### src/nttpm_pkg.sv
// Shared types and constants of the NTT polynomial multiplier.
// No dependencies; every other file of the block imports it.
`default_nettype none

package nttpm_pkg;

  localparam int MAX_LEN_DEF = 1024;
  localparam int MODULUS_DEF = 998244353;

  localparam int COEF_W = 30;
  localparam int VAL_W  = 31;
  localparam int OP_W   = 2;

  localparam int APB_AW = 3;
  localparam int APB_DW = 32;

  localparam logic [COEF_W-1:0] GEN_RESET = COEF_W'(3);
  localparam logic [APB_AW-1:0] REG_GENERATOR = APB_AW'(0);

  typedef enum logic [OP_W-1:0] {
    OP_PUSH_A = 2'd0,
    OP_PUSH_B = 2'd1,
    OP_POP    = 2'd2,
    OP_NONE   = 2'd3
  } op_t;

  typedef struct packed {
    logic             start;
    logic [VAL_W-1:0] a;
    logic [VAL_W-1:0] b;
  } mm_req_t;

  typedef struct packed {
    logic             busy;
    logic             done;
    logic [VAL_W-1:0] p;
  } mm_rsp_t;

endpackage

`default_nettype wire

### src/nttpm_mulmod.sv
// Bit-serial modular multiplier: one operand bit per cycle.
// Depends on nttpm_pkg. Operand b must be below the modulus; operand a may be any value.
`default_nettype none

module nttpm_mulmod #(
  parameter int MODULUS = nttpm_pkg::MODULUS_DEF
) (
  input  logic              clk,
  input  logic              rst,
  input  nttpm_pkg::mm_req_t req,
  output nttpm_pkg::mm_rsp_t rsp
);
  import nttpm_pkg::*;

  localparam int CNT_W = $clog2(VAL_W);
  localparam logic [VAL_W+1:0] M1 = (VAL_W+2)'(MODULUS);
  localparam logic [VAL_W+1:0] M2 = M1 << 1;

  logic [VAL_W-1:0] r;
  logic [VAL_W-1:0] a_q;
  logic [VAL_W-1:0] b_q;
  logic [CNT_W-1:0] cnt;
  logic             busy;
  logic             done;
  logic [VAL_W+1:0] t;
  logic [VAL_W+1:0] t_red;

  always_comb begin
    t = {1'b0, r, 1'b0} + (a_q[cnt] ? {2'b00, b_q} : '0);
    if (t >= M2) begin
      t_red = t - M2;
    end else if (t >= M1) begin
      t_red = t - M1;
    end else begin
      t_red = t;
    end
  end

  always_ff @(posedge clk) begin
    if (rst) begin
      busy <= 1'b0;
      done <= 1'b0;
    end else begin
      done <= 1'b0;
      if (req.start) begin
        busy <= 1'b1;
      end else if (busy && cnt == '0) begin
        busy <= 1'b0;
        done <= 1'b1;
      end
    end
  end

  always_ff @(posedge clk) begin
    if (req.start) begin
      a_q <= req.a;
      b_q <= req.b;
      r   <= '0;
      cnt <= CNT_W'(VAL_W - 1);
    end else if (busy) begin
      r   <= t_red[VAL_W-1:0];
      cnt <= cnt - CNT_W'(1);
    end
  end

  assign rsp.busy = busy;
  assign rsp.done = done;
  assign rsp.p    = r;

endmodule

`default_nettype wire
### config.mk
export PLATFORM = sky130hd
export DESIGN_NAME = nttpm_mulmod
export DESIGN_NICKNAME = d
export VERILOG_FILES = /design/src/nttpm_pkg.sv /design/src/nttpm_mulmod.sv
export SDC_FILE = /design/constraint.sdc
export NUM_CORES = 1
export LEC_CHECK = 0
export BUFFER_PORTS_ARGS = -buffer_cell sky130_fd_sc_hd__buf_2
export CAP_MARGIN = 20
export CORE_MARGIN = 5
export CORE_UTILIZATION = 53
export CTS_CLUSTER_DIAMETER = 40
export DETAILED_ROUTE_END_ITERATION = 10
export PLACE_DENSITY_LB_ADDON = 0.25
export RECOVER_POWER = 100
export SLEW_MARGIN = 20
export SYNTH_ARGS = -nofsm -noshare
export SYNTH_HDL_FRONTEND = slang
export SYNTH_SLANG_ARGS = --single-unit
### constraint.sdc
create_clock -name clk -period 5.61 [get_ports clk]
set_input_delay 1.122 -clock clk [delete_from_list [all_inputs] [get_ports clk]]
set_output_delay 1.122 -clock clk [all_outputs]
set_load 0.05 [all_outputs]
==> impl_metrics.tcl <==
set metrics [dict create \
    synthAdderAreaFrac_pct 6.65 \
    status "finished clean" \
    cp_top_family "compound AO/OA/AOI/OAI gates" \
    synth_nets 850 \
    power.density_mw_per_mm2 311 \
    cap_violations 0 \
    nets 1055 \
    final_area_mm2 0.00945 \
    drt_first_iter_violations 482 \
    rsz0062_at_grt "true" \
    slew_headroom_pct 51.4 \
    startpoint_type "register" \
    setup_viol 0 \
    syn_area_mm2 0.00707 \
    synthTopCellsByArea "edfxtp_1 26%, dfxtp_1 11%, ha_1 6.4%, nor2_1 4.1%, nor2b_1 3.1%" \
    layout_common_cells "120 x buf_4, 74 x nor2_1, 65 x buf_2" \
    crit_slowest_cell "or4b_4" \
    slew_violations 0 \
    ys_warn_count 0 \
    crit_arrival_ps 5750 \
    cp-end-kind "register" \
    synth_top_family_by_area "simple AND/OR/NAND/NOR gates" \
    syn2layout_area_growth_pct 33.6 \
    track_usage_pct 26.7 \
    fmax_mhz 181 \
    ant_nets 0 \
    max_slew.worst_pin.slew_ps 729 \
    async_reset_ff_share_pct 0 \
    yosysTopAreaCellShare_pct 26.3 \
    hold_path.class "reg -> reg" \
    die_x_um 126 \
    clkSlewWorstSetupHoldPaths_ps 80 \
    vias_per_cell 5.86 \
    row_count 42 \
    route.detailed.drc 0 \
    grt_overflow 0 \
    hpwlAfterDp_mm 16.1 \
    portBuffers 97 \
    drtPass1Iterations 4 \
    path_buf_inv 4 \
    num_vias 6640 \
    irDropWorstVdd_uv 208 \
    synthFlopType "edfxtp_1" \
    h-tree-depth 3 \
    dieArea_mm2 0.0158 \
    fin_crit_sh_pct 98.7 \
    cts_buffer_depth 2 \
    cts-root-buf "clkbuf_16" \
    antennaDiodeCount 0 \
    post_drt_wl_per_cell_um 19.3 \
    grt_pass1_wl_mm 34.0 \
    grt_antenna_before_repair 0 \
    first_global_vias 6688 \
    synth-compound-area-share_pct 20.4 \
    initial_core_util_pct 53.8 \
    synthDistinctLibCells 92 \
    fin_crit_ps 5530 \
    cpPeakStageDelay_ps 540 \
    path_max_fanout 8 \
    crit_chain "mux4_2, o22ai_1, or4b_4, o41ai_4, nor3_4, buf_12, nor2b_1, ha_2, o211ai_1, o21ai_2, buf_4, a21oi_2, xor2_2, nor4bb_4, buf_4, o41a_1, o2111ai_4, a221o_2, a32oi_4, buf_6, nor4bb_2, xnor2_1, a211oi_2" \
    path_common_cell "buf_4" \
    yosys_register_bits 100 \
    insertion_delay_ps 360 \
    synthCells 748 \
    grt_start_max_net_pins 62 \
    synthXorXnorAreaFrac_pct 4.71 \
    cts_sinks 100 \
    io_pins 98 \
    drt_wl_total_mm 21.8 \
    core-area_mm2 0.0131 \
    critPathKind "reg -> reg" \
    die_h_um 126 \
    cts_tree "built" \
    cts-buffers-inserted 9 \
    worstPathRequired_ps 5830 \
    finClkSkew_ps 8.21 \
    synth_area_per_cell_um2 9.45 \
    seq_area_frac_synth_pct 37.1 \
    gp_congestion 0.959 \
    drive_above_1_share_pct 34.8 \
    synthSimpleGateAreaFrac_pct 23.0 \
    synth_edf_count 62 \
    final_common_cell "buf_4" \
    yosysTopAreaCell "edfxtp_1" \
    synthMuxAreaShare_pct 3.73 \
    power.leakage_uw 0.00376 \
    place_area_mm2 0.00840 \
    final-hold-violation-count 0 \
    finalPower_uw 2940 \
]
==> stage by stage <==
step | hold slack (ps) | worst slack [ps] | utilization (%) | TNS, ps | instances
floorplan | 547 | 23.6 | - | 0 | 748
global placement | 469 | -307 | 64.0 | -6730 | 1098
detailed placement | 474 | -377 | 64.0 | -8590 | 1098
CTS | 498 | 14.5 | 67.9 | 0 | 1120
global route | 530 | -131 | 71.9 | -1070 | 1134
finish | 497 | 75.1 | 71.9 | 0 | 1134
==> flip-flops by register name, summed over array words and instances (netlist names) <==
register,cells
b_q,31
done,1
r,31
busy,1
cnt,5
a_q,31
==> per-layer routing <==
metal | vias to the layer above | part of all wire, % | GRT usage (%)
met5 | - | 0 | 0
met4 | 0 | 2.7 | 10.8
met3 | 38 | 4.7 | 3.80
met2 | 183 | 50 | 45.9
met1 | 3193 | 42 | 33.9
li1 | 3226 | - | -
==> final timing paths <==
| kind | startpoint | endpoint | slack, ps | cells after the start |
|---|---|---|---|---|
| worst max register to register | cnt[0] | r[6] | 80 | 23 |
| worst min-delay path | r[8] | r[8] | 500 | 2 |
| worst max-delay path | cnt[0] | r[6] | 80 | 23 |
| worst min register to register | r[8] | r[8] | 500 | 2 |
==> where the power goes <==
group          switching [µW]  internal (µW)  total (µW)
Sequential               40.1            848         889
Clock                     318            363         680
Combinational             771            602        1370
Total                    1130           1810        2940
==> cell usage after synthesis, types with 7 or more instances <==
| master | number |
|---|---|
| a211oi_1 | 25 |
| a21o_1 | 8 |
| a21oi_1 | 40 |
| and2_1 | 12 |
| and3_1 | 8 |
| clkbuf_1 | 16 |
| dfxtp_1 | 38 |
| edfxtp_1 | 62 |
| ha_1 | 36 |
| inv_1 | 16 |
| mux2i_1 | 14 |
| nand2_1 | 49 |
| nand2b_1 | 12 |
| nand3_1 | 17 |
| nand4_1 | 15 |
| nor2_1 | 77 |
| nor2b_1 | 35 |
| nor3_1 | 24 |
| nor4_1 | 9 |
| o211ai_1 | 8 |
| o21a_1 | 7 |
| o21ai_0 | 34 |
| o21ai_1 | 8 |
| or3_1 | 8 |
| xnor2_1 | 24 |
| xor2_1 | 14 |
==> worst min-delay path, cell delays in order (launching register included) <==
cell	delay, ps
dfxtp_1	350
nand2_1	70
nand2_1	40
==> timing repair <==
action | in CTS | in global routing
pin swaps | 15 | 28
setup endpoints to repair | 31 | 31
setup buffers | 7 | 15
gates resized for setup | 31 | 105
hold buffers | 0 | 0
==> layout make-up <==
| class | instances | area, µm² |
|---|---|---|
| Clock buffer | 9 | 225 |
| Clock inverter | 7 | 103 |
| Fill cell | 1033 | 3690 |
| Inverter | 16 | 60.1 |
| Multi-Input combinational cell | 595 | 4660 |
| Sequential cell | 100 | 2630 |
| Tap cell | 176 | 220 |
| Timing Repair Buffer | 231 | 1550 |
==> cell families (layout without fill, tap and decap cells) <==
family | count (synthesis) | after routing
AOI/OAI and AO/OA | 199 | 199
xor gates and xnor gates | 38 | 38
adders and majority gates | 37 | 37
buffers and inverters | 53 | 263
DFF | 100 | 100
muxes | 20 | 20
and+or+nand+nor | 301 | 301
(Power assumes the default switching activity.)
